### config.mk
export PLATFORM = sky130hd
export DESIGN_NAME = tbfm_ctrl
export DESIGN_NICKNAME = d
export VERILOG_FILES = /design/src/rtl/core/tbfm_pkg.sv /design/src/rtl/core/tbfm_ctrl.sv
export SDC_FILE = /design/constraint.sdc
export NUM_CORES = 1
export LEC_CHECK = 0
export ABC_AREA = 0
export BUFFER_PORTS_ARGS = -buffer_cell sky130_fd_sc_hd__buf_4
export CORE_AREA = 5 5 44 46
export DETAILED_ROUTE_END_ITERATION = 10
export DIE_AREA = 0 0 49 51
export MAX_ROUTING_LAYER = met4
export PLACE_DENSITY_LB_ADDON = 0.1
export REMOVE_ABC_BUFFERS = 1
export SLEW_MARGIN = 25
export SYNTH_ARGS = -nofsm -noshare
export SYNTH_HDL_FRONTEND = slang
export SYNTH_SLANG_ARGS = --single-unit
export TNS_END_PERCENT = 50
### constraint.sdc
create_clock -name clk_i -period 4.3 [get_ports clk_i]
set_input_delay 0.86 -clock clk_i [delete_from_list [all_inputs] [get_ports clk_i]]
set_output_delay 0.86 -clock clk_i [all_outputs]
set_load 0.1 [all_outputs]
### src/rtl/core/tbfm_pkg.sv
package tbfm_pkg;

  // Register indexes of the configuration port
  localparam logic [1:0] RegLowGain  = 2'd0;
  localparam logic [1:0] RegMidGain  = 2'd1;
  localparam logic [1:0] RegHighGain = 2'd2;

  localparam int unsigned GainBits  = 16;
  localparam int unsigned GuardBits = 4;
  localparam int unsigned GainFrac  = 12;
  localparam int unsigned TableTaps = 51;
  localparam int unsigned HalfTaps  = 26;
  localparam logic signed [GainBits-1:0] GainReset = 16'sd4096;

  typedef enum logic [1:0] {
    BandLow  = 2'd0,
    BandMid  = 2'd1,
    BandHigh = 2'd2
  } band_e;

  // Commands from the controller to the datapath
  typedef struct packed {
    logic       shift;     // push new sample into the delay line
    logic       clear;     // clear the three accumulators and the mix sum
    logic       mac;       // accumulate one tap
    logic [7:0] tap;       // tap index for mac
    logic       gain;      // apply one band gain to the mix sum
    band_e      band;      // band for gain
    logic       load_out;  // round, saturate, load output register
  } tbfm_cmd_t;

  // Q1.15 half tables, index 0..25
  function automatic logic signed [15:0] lp_half(input logic [4:0] i);
    logic signed [15:0] r;
    unique case (i)
      5'd0: r = -16'sd32;   5'd1: r = -16'sd27;   5'd2: r = -16'sd17;
      5'd3: r = 16'sd1;     5'd4: r = 16'sd30;    5'd5: r = 16'sd67;
      5'd6: r = 16'sd108;   5'd7: r = 16'sd141;   5'd8: r = 16'sd150;
      5'd9: r = 16'sd118;   5'd10: r = 16'sd35;   5'd11: r = -16'sd100;
      5'd12: r = -16'sd273; 5'd13: r = -16'sd452; 5'd14: r = -16'sd594;
      5'd15: r = -16'sd645; 5'd16: r = -16'sd553; 5'd17: r = -16'sd281;
      5'd18: r = 16'sd185;  5'd19: r = 16'sd831;  5'd20: r = 16'sd1607;
      5'd21: r = 16'sd2437; 5'd22: r = 16'sd3227; 5'd23: r = 16'sd3880;
      5'd24: r = 16'sd4310; 5'd25: r = 16'sd4460;
      default: r = '0;
    endcase
    return r;
  endfunction

  function automatic logic signed [15:0] bp_half(input logic [4:0] i);
    logic signed [15:0] r;
    unique case (i)
      5'd0: r = 16'sd3;     5'd1: r = 16'sd40;    5'd2: r = 16'sd59;
      5'd3: r = -16'sd5;    5'd4: r = -16'sd98;   5'd5: r = -16'sd87;
      5'd6: r = -16'sd4;    5'd7: r = -16'sd71;   5'd8: r = -16'sd293;
      5'd9: r = -16'sd281;  5'd10: r = 16'sd126;  5'd11: r = 16'sd402;
      5'd12: r = 16'sd141;  5'd13: r = -16'sd34;  5'd14: r = 16'sd617;
      5'd15: r = 16'sd1355; 5'd16: r = 16'sd771;  5'd17: r = -16'sd664;
      5'd18: r = -16'sd835; 5'd19: r = 16'sd340;  5'd20: r = -16'sd189;
      5'd21: r = -16'sd3802; 5'd22: r = -16'sd6290; 5'd23: r = -16'sd2405;
      5'd24: r = 16'sd5991; 5'd25: r = 16'sd10432;
      default: r = '0;
    endcase
    return r;
  endfunction

  function automatic logic signed [15:0] hp_half(input logic [4:0] i);
    logic signed [15:0] r;
    unique case (i)
      5'd0: r = 16'sd29;    5'd1: r = -16'sd13;   5'd2: r = -16'sd42;
      5'd3: r = 16'sd4;     5'd4: r = 16'sd68;    5'd5: r = 16'sd19;
      5'd6: r = -16'sd105;  5'd7: r = -16'sd70;   5'd8: r = 16'sd143;
      5'd9: r = 16'sd162;   5'd10: r = -16'sd161; 5'd11: r = -16'sd301;
      5'd12: r = 16'sd132;  5'd13: r = 16'sd487;  5'd14: r = -16'sd21;
      5'd15: r = -16'sd708; 5'd16: r = -16'sd217; 5'd17: r = 16'sd945;
      5'd18: r = 16'sd648;  5'd19: r = -16'sd1171; 5'd20: r = -16'sd1419;
      5'd21: r = 16'sd1358; 5'd22: r = 16'sd3051; 5'd23: r = -16'sd1482;
      5'd24: r = -16'sd10295; 5'd25: r = 16'sd17930;
      default: r = '0;
    endcase
    return r;
  endfunction

  // Fold a tap index onto the half table; the result is meaningful only for indexes within the table
  function automatic logic [4:0] fold_tap(input logic [7:0] i);
    logic [7:0] f;
    f = (i < 8'(HalfTaps)) ? i : 8'(TableTaps - 1) - i;
    return f[4:0];
  endfunction

endpackage

### src/rtl/core/tbfm_ctrl.sv
module tbfm_ctrl
  import tbfm_pkg::*;
#(
  parameter int unsigned Taps = 51
) (
  input  logic      clk_i,
  input  logic      rst_ni,
  input  logic      in_valid_i,
  output logic      in_ready_o,
  input  logic      out_busy_i,  // output register still holds an untaken result
  output tbfm_cmd_t cmd_o
);

  typedef enum logic [2:0] {
    StIdle, StMac, StFlush, StGain, StOut
  } state_e;

  state_e     state_q;
  logic [7:0] tap_q;
  logic [1:0] band_q;

  assign in_ready_o = (state_q == StIdle);

  // Commands decoded from state
  always_comb begin
    cmd_o          = '0;
    cmd_o.shift    = (state_q == StIdle) && in_valid_i;
    cmd_o.clear    = cmd_o.shift;
    cmd_o.mac      = (state_q == StMac);
    cmd_o.tap      = tap_q;
    cmd_o.gain     = (state_q == StGain);
    cmd_o.band     = band_e'(band_q);
    cmd_o.load_out = (state_q == StOut) && !out_busy_i;
  end

  // Sequencer: Taps MAC steps, one step for the last registered read,
  // three gain steps, one output step
  always_ff @(posedge clk_i or negedge rst_ni) begin
    if (!rst_ni) begin
      state_q <= StIdle;
      tap_q   <= '0;
      band_q  <= '0;
    end else begin
      unique case (state_q)
        StIdle: begin
          tap_q <= '0;
          if (in_valid_i) state_q <= StMac;
        end
        StMac: begin
          tap_q <= tap_q + 8'd1;
          if (tap_q == 8'(Taps - 1)) state_q <= StFlush;
        end
        StFlush: begin
          state_q <= StGain;
          band_q  <= '0;
        end
        StGain: begin
          band_q <= band_q + 2'd1;
          if (band_q == 2'd2) state_q <= StOut;
        end
        StOut: begin
          if (!out_busy_i) state_q <= StIdle;
        end
        default: state_q <= StIdle;
      endcase
    end
  end

endmodule

==> results of run 1 <==
[sequential cells by signal (all words and copies together), names as in the netlist]
register / count
tap_q: 8
band_q: 2
state_q: 3
[worst max path at each step]
stage                     startpoint   endpoint  slack (ns)  cells after the start
after CTS                 state_q[1]   cmd_o[3]        1.78                      3
after global placement    out_busy_i   cmd_o[0]        2.08                      3
final                     state_q[1]   cmd_o[3]        1.78                      3
after floorplan           state_q[0]  cmd_o[13]       -0.80                      2
after detailed placement  out_busy_i   cmd_o[0]        2.05                      3
after global routing      state_q[1]   cmd_o[3]        1.67                      3
[cells in the mapped netlist, types with 2 or more instances]
master	count
nor2_1	3
nand3b_1	3
nor3_1	3
inv_1	5
o211ai_1	2
and2_1	2
nor2b_1	2
nand3_1	3
a22o_1	3
dfrtp_1	13
mux2_2	2
nand2_1	8
ha_1	3
o21ai_0	6
[layout make-up]
cell class	count	area, um2	share of cell area
multi-input cells	56	387	0.420
flip-flops and latches	13	325	0.354
repair buffers	19	143	0.155
clock buffers	4	26.3	0.0286
well taps	16	20.0	0.0218
inverters	5	18.8	0.0204
[per-layer routing]
layer / share of wire / vias up
met3: 0.064 / 5
met2: 0.43 / 23
met4: 0.023 / 0
met1: 0.48 / 305
li1: - / 319
met5: 0 / -
[worst reg2reg max path, delay by kind of cell, from the launching register on]
family,cells,cell delay [ns]
fa+ha+maj,1,0.14
flops,1,0.43
buf+inv,1,0.11
compound gates,1,0.15
simple gates,2,0.77
[cell families after synthesis]
kind of cell / synth area share
muxes: 0.0435
adders and majority gates: 0.0503
DFF: 0.436
buffers and inverters: 0.0469
AOI/OAI and AO/OA: 0.173
and+or+nand+nor: 0.251
[metrics by stage]
step	hold slack, ns	setup TNS, ns	utilization	power, uW	worst slack, ns
floorplan	0.564	-1.60	-	125	-0.801
global placement	0.552	0	0.607	129	2.08
detailed placement	0.556	0	0.607	129	2.05
CTS	0.409	0	0.625	209	1.78
global route	0.399	0	0.625	219	1.67
finish	0.408	0	0.625	205	1.78
[placed cells by master (no fill, tap or decap), drive strengths merged, types with 2 or more instances in the layout]
cell and count:
nor2b 2, mux2 2, nor3 3, o21ai 6, nor2 3, and2 2
dfrtp 13, nand3 3, clkbuf 4, nand3b 3, inv 5, o311ai 2
o211ai 2, nand2 8, a22o 3, ha 3, buf 19
[power breakdown]
group          switching [uW]  internal, uW
Clock                    42.8          36.0
Combinational            2.81          1.77
Sequential                  0           122
Total                    45.6           160
==> results.cfg, run 1 <==
[final_layout]
fin_cells = 113
drive_gt1_frac = 0.268
nFillCells = 142
post-route-cell-area_um2 = 920
diodes = 0
nets = 105
syn_to_final_growth_pct = 23.1

[clock_network]
clockRootBuffer = clkbuf_4
h-tree-depth = 1
postCtsSetupRepairBufs = 0
clk_path_buf_depth = 2
cts.clk_slew.worst_paths_ns = 0.08
clock_latency_ns = 0.28
cts.sinks = 13
cts_tree = yes
post_cts_resized = 0
hold_buffers = 0
cts_made_buffers = 3

[worst_hold_path]
hold_class = in -> async

[placed_design]
gp_congestion = 0.814
place_area_um2 = 893
portBuffers = 19
hpwlAfterDp_mm = 1.17
dp.cells = 109

[floorplan]
initial_core_util = 0.508
core_mm2 = 0.00147
die_h_um = 51
ioPinCount = 20
die-area_mm2 = 0.00250
die_w_um = 49
row_count = 14

[yosys]
synthCells = 77
async_flop_share = 1.00
netlist_area_um2 = 747
yosysUniqueCellTypes = 33
synth.ff_latch_count = 13
synth_top_area_frac = 0.436
synth_area_leaders = dfrtp_1 44%, ha_1 5.0%, o21ai_0 4.0%
synth-edff-count = 0
yosysSeqAreaShare = 0.436
syn_area_per_cell_um2 = 9.70
synth_area_leader_cell = dfrtp_1
synth_warnings = 0
synthFlopType = dfrtp_1

[critical_path]
cp-start-kind = register
critical_path_required_ns = 3.44
r2r-end = state_q[0]
cp_cell_sequence = nor2b_1, and2_1, buf_4
cpPeakStageDelay_ns = 0.45
path_max_fanout = 7
critPathSlowestCell = dfrtp_1
r2r-start = tap_q[0]
rr_worst_depth = 5
path_buf_inv = 1
cp-end-kind = output port
ff2ff_setup_slack_ns = 2.57
crit_type = reg -> out
critPathArrivalTime_ns = 1.66
crit_family = simple AND/OR/NAND/NOR gates

[route]
ant_nets = 0
totalWireLength_mm = 1.64
first_iter_violations = 19
drc = 0
first_pass_iters = 4
viasPerCell = 5.77
dr_total_vias = 652
wire_per_inst_um = 14.5

[global_route]
met1_usage = 0.183
grtUsageMet3 = 0.0378
grt_pass1_vias = 627
antenna_found_initial = 0
gr-total-overflow = 0
grt_first_pass_wirelength_mm = 2.84
grtUsageMet2 = 0.224
grt_max_degree = 16
track_usage = 0.150
busiest_layer = met2

[timing]
min_period_ns = 2.52
slew_headroom = 0.695
tightest_slew_ns = 0.458
post-route-period-util = 0.585
rsz0062_at_grt = no
finClkSkew_ns = 0.00102
setup_viol = 0
hold_violations = 0
clock.fmax_ghz = 0.397
drv_slew = 0

[status]
outcome = completed

[pwr]
peakVddDrop_mv = 0.140
power.density_mw_per_mm2 = 223
p_leak_uw = 0.000447

[run]
drv_cap = 0
Power figures use the tool's default switching activity.
==> run 2, diff against run 1 <==
--- a/config.mk
+++ b/config.mk
@@ -5,11 +5,11 @@
 export SDC_FILE = /design/constraint.sdc
 export NUM_CORES = 1
 export LEC_CHECK = 0
-export ABC_AREA = 0
+export ABC_AREA = 1
 export BUFFER_PORTS_ARGS = -buffer_cell sky130_fd_sc_hd__buf_4
-export CORE_AREA = 5 5 44 46
+export CORE_AREA = 5 5 45 47
 export DETAILED_ROUTE_END_ITERATION = 10
-export DIE_AREA = 0 0 49 51
+export DIE_AREA = 0 0 50 52
 export MAX_ROUTING_LAYER = met4
 export PLACE_DENSITY_LB_ADDON = 0.1
 export REMOVE_ABC_BUFFERS = 1
==> constraint.sdc (replaced) <==
create_clock -name clk_i -period 2.44 [get_ports clk_i]
set_input_delay 0.488 -clock clk_i [delete_from_list [all_inputs] [get_ports clk_i]]
set_output_delay 0.488 -clock clk_i [all_outputs]
set_load 0.1 [all_outputs]
==> run 2 against run 1 <==
Against the previous run: first-iteration DRC count is 37% lower; setup slack worse by 1.4 ns; hold slack worse by 0.37 ns; die area is 4.0% higher; synthesized cell count is 29% higher; non-clock buffer count stayed put; wire length is 10% lower; cell count is 22% higher; via count is 4.0% higher; critical path depth is 1 higher; register-to-register slack worse by 1.5 ns; final area is 0.27% higher.
==> results.cfg, run 2 <==
[status]
outcome = completed

[floorplan]
core_mm2 = 0.00161
die_h_um = 52
ioPinCount = 20
die-area_mm2 = 0.00260
die_w_um = 50
initial_core_util = 0.457
row_count = 15

[critical_path]
cp-start-kind = register
critPathSlowestCell = dfrtp_1
cp_cell_sequence = nor2_1, nand2_1, nor2_1, buf_4
path_max_fanout = 5
path_buf_inv = 1
crit_family = simple AND/OR/NAND/NOR gates
cp-end-kind = output port
critical_path_required_ns = 1.95
critPathArrivalTime_ns = 1.52
cpMostUsedCell = nor2_1
crit_type = reg -> out
cpPeakStageDelay_ns = 0.43

[timing]
finalSetupTns_ns = 0
min_period_ns = 2.01
clock.fmax_ghz = 0.498
drv_slew = 0
slew_headroom = 0.815
finClkSkew_ns = 0.0115
setup_viol = 0
post-route-period-util = 0.822
rsz0062_at_grt = no
tightest_slew_ns = 0.280
hold_violations = 0
fin_ws_ns = 0.433

[yosys]
synth_most_common_cell = nand2_1
synth.ff_latch_count = 13
synth_warnings = 0
netlist_area_um2 = 738
yosysSeqAreaShare = 0.441
synth_top_area_frac = 0.441
async_flop_share = 1.00
synth_area_leaders = dfrtp_1 44%, nand2_1 14%, nand3_1 8.1%
synth-edff-count = 0
synth_area_leader_cell = dfrtp_1
synthFlopType = dfrtp_1
syn_area_per_cell_um2 = 7.46
netlist_top_cells_count = 28 x nand2_1, 13 x dfrtp_1, 12 x inv_1, 12 x nand3_1
yosysUniqueCellTypes = 17
synthCells = 99

[final_layout]
reg_top3 = tap_q x8, state_q x3, band_q x2
syn_to_final_growth_pct = 24.9
ff_latch_area_um2 = 325
diodes = 0
nets = 129
fin_cells = 138
regMostFlops = tap_q
largest_reg_flops = 8
nFillCells = 165
drive_gt1_frac = 0.256
layout_common_cells = 28 x nand2_1, 19 x buf_4, 13 x dfrtp_1, 12 x inv_1, 12 x nand3_1
post-route-cell-area_um2 = 922
layout_commonest_cell = nand2_1
multi_input_area_um2 = 353

[run]
drv_cap = 0

[clock_network]
clock_latency_ns = 0.28
hold_buffers = 0
cts.sinks = 13
post_cts_resized = 0
h-tree-depth = 1
cts_tree = yes
clk_path_buf_depth = 2
postCtsSetupRepairBufs = 0
cts_made_buffers = 3
clockRootBuffer = clkbuf_4
cts.clk_slew.worst_paths_ns = 0.09

[placed_design]
gp_congestion = 0.823
dp.cells = 134
place_area_um2 = 895
portBuffers = 19
hpwlAfterDp_mm = 1.19
post-place-ws_ns = 0.753

[global_route]
grt_pass1_vias = 684
gr-total-overflow = 0
antenna_found_initial = 0
grt_max_degree = 14
track_usage = 0.140
grt_first_pass_wirelength_mm = 2.75

[route]
viasPerCell = 4.91
ant_nets = 0
drc = 0
totalWireLength_mm = 1.47
dr_total_vias = 678
wire_per_inst_um = 10.7
first_pass_iters = 4
first_iter_violations = 12

[worst_hold_path]
hold_class = in -> async
run 2: cell types whose count changed in the layout (fill, tap and decap cells not counted), moves of 6 or more:
| cell | previous run | this run |
|---|---|---|
| inv_1 | 5 | 12 |
| nand3_1 | 3 | 12 |
| nor2_1 | 3 | 9 |
| nand2_1 | 8 | 28 |
run 2: logic make-up after synthesis:
group           count (synthesis)  synth area share
fa+ha+maj                       3            0.0509
flops                          13             0.441
compound gates                 10            0.0729
simple gates                   57             0.342
xor+xnor                        1            0.0119
buf+inv                        15            0.0814
run 2: through the flow:
step / hold WS [ns] / utilization
finish: 0.0346 / 0.571
global route: 0.0306 / 0.571
CTS: 0.0353 / 0.571
detailed placement: 0.344 / 0.554
global placement: 0.344 / 0.554
floorplan: 0.192 / -
run 2: per-layer routing:
| layer | track usage | part of all wire | vias to the layer above |
|---|---|---|---|
| met4 | 0.0786 | 0.0095 | 0 |
| met2 | 0.228 | 0.48 | 12 |
| met3 | 0.0401 | 0.055 | 2 |
| met5 | - | 0 | - |
| li1 | - | - | 360 |
| met1 | 0.154 | 0.45 | 304 |
run 2: final timing paths:
kind,from,to,slack [ns],cells after the start
worst max-delay path,state_q[0],cmd_o[14],0.43,4
worst min-delay path,rst_ni,tap_q[2],0.03,1
worst max register to register,tap_q[1],tap_q[6],1.08,6
worst min register to register,band_q[0],band_q[0],0.53,1
max in group asynchronous,rst_ni,state_q[0],2.23,1
min in group clk_i,out_busy_i,state_q[2],0.50,3
run 2: layout make-up:
class                           instances  share of cell area
Inverter                               14              0.0570
Sequential cell                        13               0.353
Tap cell                               17              0.0231
Multi-Input combinational cell         71               0.383
Clock buffer                            3              0.0244
Clock inverter                          1             0.00543
Timing Repair Buffer                   19               0.155
Power of run 2 is not shown: default switching activity piles up to over one toggle a cycle in this logic, so the estimate is an artifact.
==> run 3, diff against run 2 <==
==> constraint.sdc (replaced) <==
create_clock -name clk_i -period 2.1 [get_ports clk_i]
set_input_delay 0.42 -clock clk_i [delete_from_list [all_inputs] [get_ports clk_i]]
set_output_delay 0.42 -clock clk_i [all_outputs]
set_load 0.1 [all_outputs]
==> run 3 against run 2 <==
Against the previous run: final area up 0.95%; hold slack better by 0.40 ns; register-to-register slack worse by 0.32 ns; cell count up 0.72%; utilization up 0.54 points.
==> results.cfg, run 3 (synthesis gave the netlist of run 2 again) <==
[floorplan]
die_w_um = 50
row_count = 15
ioPinCount = 20
core_mm2 = 0.00161
die_h_um = 52
die-area_mm2 = 0.00260
initial_core_util = 0.457

[clock_network]
cts.sinks = 13
h-tree-depth = 1
clk_path_buf_depth = 2
postCtsSetupRepairBufs = 0
clock_latency_ns = 0.28
cts.clk_slew.worst_paths_ns = 0.08
cts_tree = yes
cts_made_buffers = 3
clockRootBuffer = clkbuf_4

[critical_path]
cp_cell_sequence = nor2_1, nand2_1, nor2_1, buf_4
r2r-start = tap_q[1]
critical_path_depth = 4
crit_type = reg -> out
crit_path_start = state_q[0]
cp-start-kind = register
cpMostUsedCell = nor2_1
path_buf_inv = 1
cp-endpoint = cmd_o[13]
critical_path_required_ns = 1.68
path_max_fanout = 5
critPathArrivalTime_ns = 1.55
crit_family = simple AND/OR/NAND/NOR gates
cp-end-kind = output port
ff2ff_setup_slack_ns = 0.76
cpPeakStageDelay_ns = 0.43
rr_worst_depth = 6
critPathSlowestCell = dfrtp_1
r2r-end = tap_q[6]

[route]
first_iter_violations = 7
wire_per_inst_um = 11.1
totalWireLength_mm = 1.55
drc = 0
first_pass_iters = 4
ant_nets = 0
dr_total_vias = 683
viasPerCell = 4.91

[final_layout]
syn_to_final_growth_pct = 26.1
post-route-cell-area_um2 = 931
nets = 130
layout_commonest_cell = nand2_1
drive_gt1_frac = 0.246
largest_reg_flops = 8
regMostFlops = tap_q
fin_util = 0.577
layout_common_cells = 28 x nand2_1, 19 x buf_4, 13 x dfrtp_1, 12 x inv_1, 12 x nand3_1
diodes = 0
reg_top3 = tap_q x8, state_q x3, band_q x2

[global_route]
track_usage = 0.144
grt_pass1_vias = 649
grtUsageMet3 = 0.0372
antenna_found_initial = 0
grtUsageMet2 = 0.218
met1_usage = 0.160
grt_first_pass_wirelength_mm = 2.75
gr-total-overflow = 0
grt_max_degree = 14
busiest_layer = met2

[run]
drv_cap = 0

[timing]
setup_viol = 0
finalSetupTns_ns = 0
drv_slew = 0
rsz0062_at_grt = no
post-route-period-util = 0.936
hold_violations = 0
finClkSkew_ns = 0.00152
fin_hold_ws_ns = 0.437
tightest_slew_ns = 0.280
clock.fmax_ghz = 0.509
min_period_ns = 1.97
slew_headroom = 0.815

[placed_design]
gp_congestion = 0.804
portBuffers = 19
hpwlAfterDp_mm = 1.20
place_area_um2 = 895

[status]
outcome = completed

[worst_hold_path]
hold_class = in -> reg
==> run 3: cell type report <==
cell class                 instances  area, um2
fill                             169        683
multi-input combinational         71        353
sequential                        13        325
timing repair buffer              20        153
inverter                          14       52.6
clock buffer                       4       26.3
tap                               17       21.3
==> run 3: tightest hold or removal path: stages <==
cell and delay [ns]:
buf_4 0.08, nand3_1 0.10, nand2_1 0.08
==> run 3: how the worst min path moves through the flow <==
stage | start | end | depth (start not counted) | slack, ns
4_1_cts | out_busy_i | state_q[2] | 3 | 0.42
2_1_floorplan | rst_ni | band_q[0] | 0 | 0.12
3_5_place_dp | rst_ni | tap_q[2] | 1 | 0.28
3_3_place_gp | rst_ni | tap_q[2] | 1 | 0.28
6_report | out_busy_i | state_q[2] | 3 | 0.44
5_1_grt | out_busy_i | state_q[2] | 3 | 0.43
==> run 3: routing by layer <==
layer | vias up | routed length [um]
met5 | - | 0
met4 | 0 | 49
met3 | 5 | 71
met2 | 15 | 726
met1 | 303 | 701
li1 | 360 | -
==> run 3: per-stage QoR <==
stage	setup WS (ns)	instances
after floorplan	-1.67	98
after global placement	0.508	134
after detailed placement	0.436	134
after CTS	0.112	139
after global routing	0.0272	139
final	0.134	139
==> run 3: what timing repair did <==
action	4_1_cts	5_1_grt
resized for setup	0	0
hold buffers	1	0
hold endpoints to repair	13	0
setup endpoints to repair	0	0
Power of run 3 is left out for the same reason.
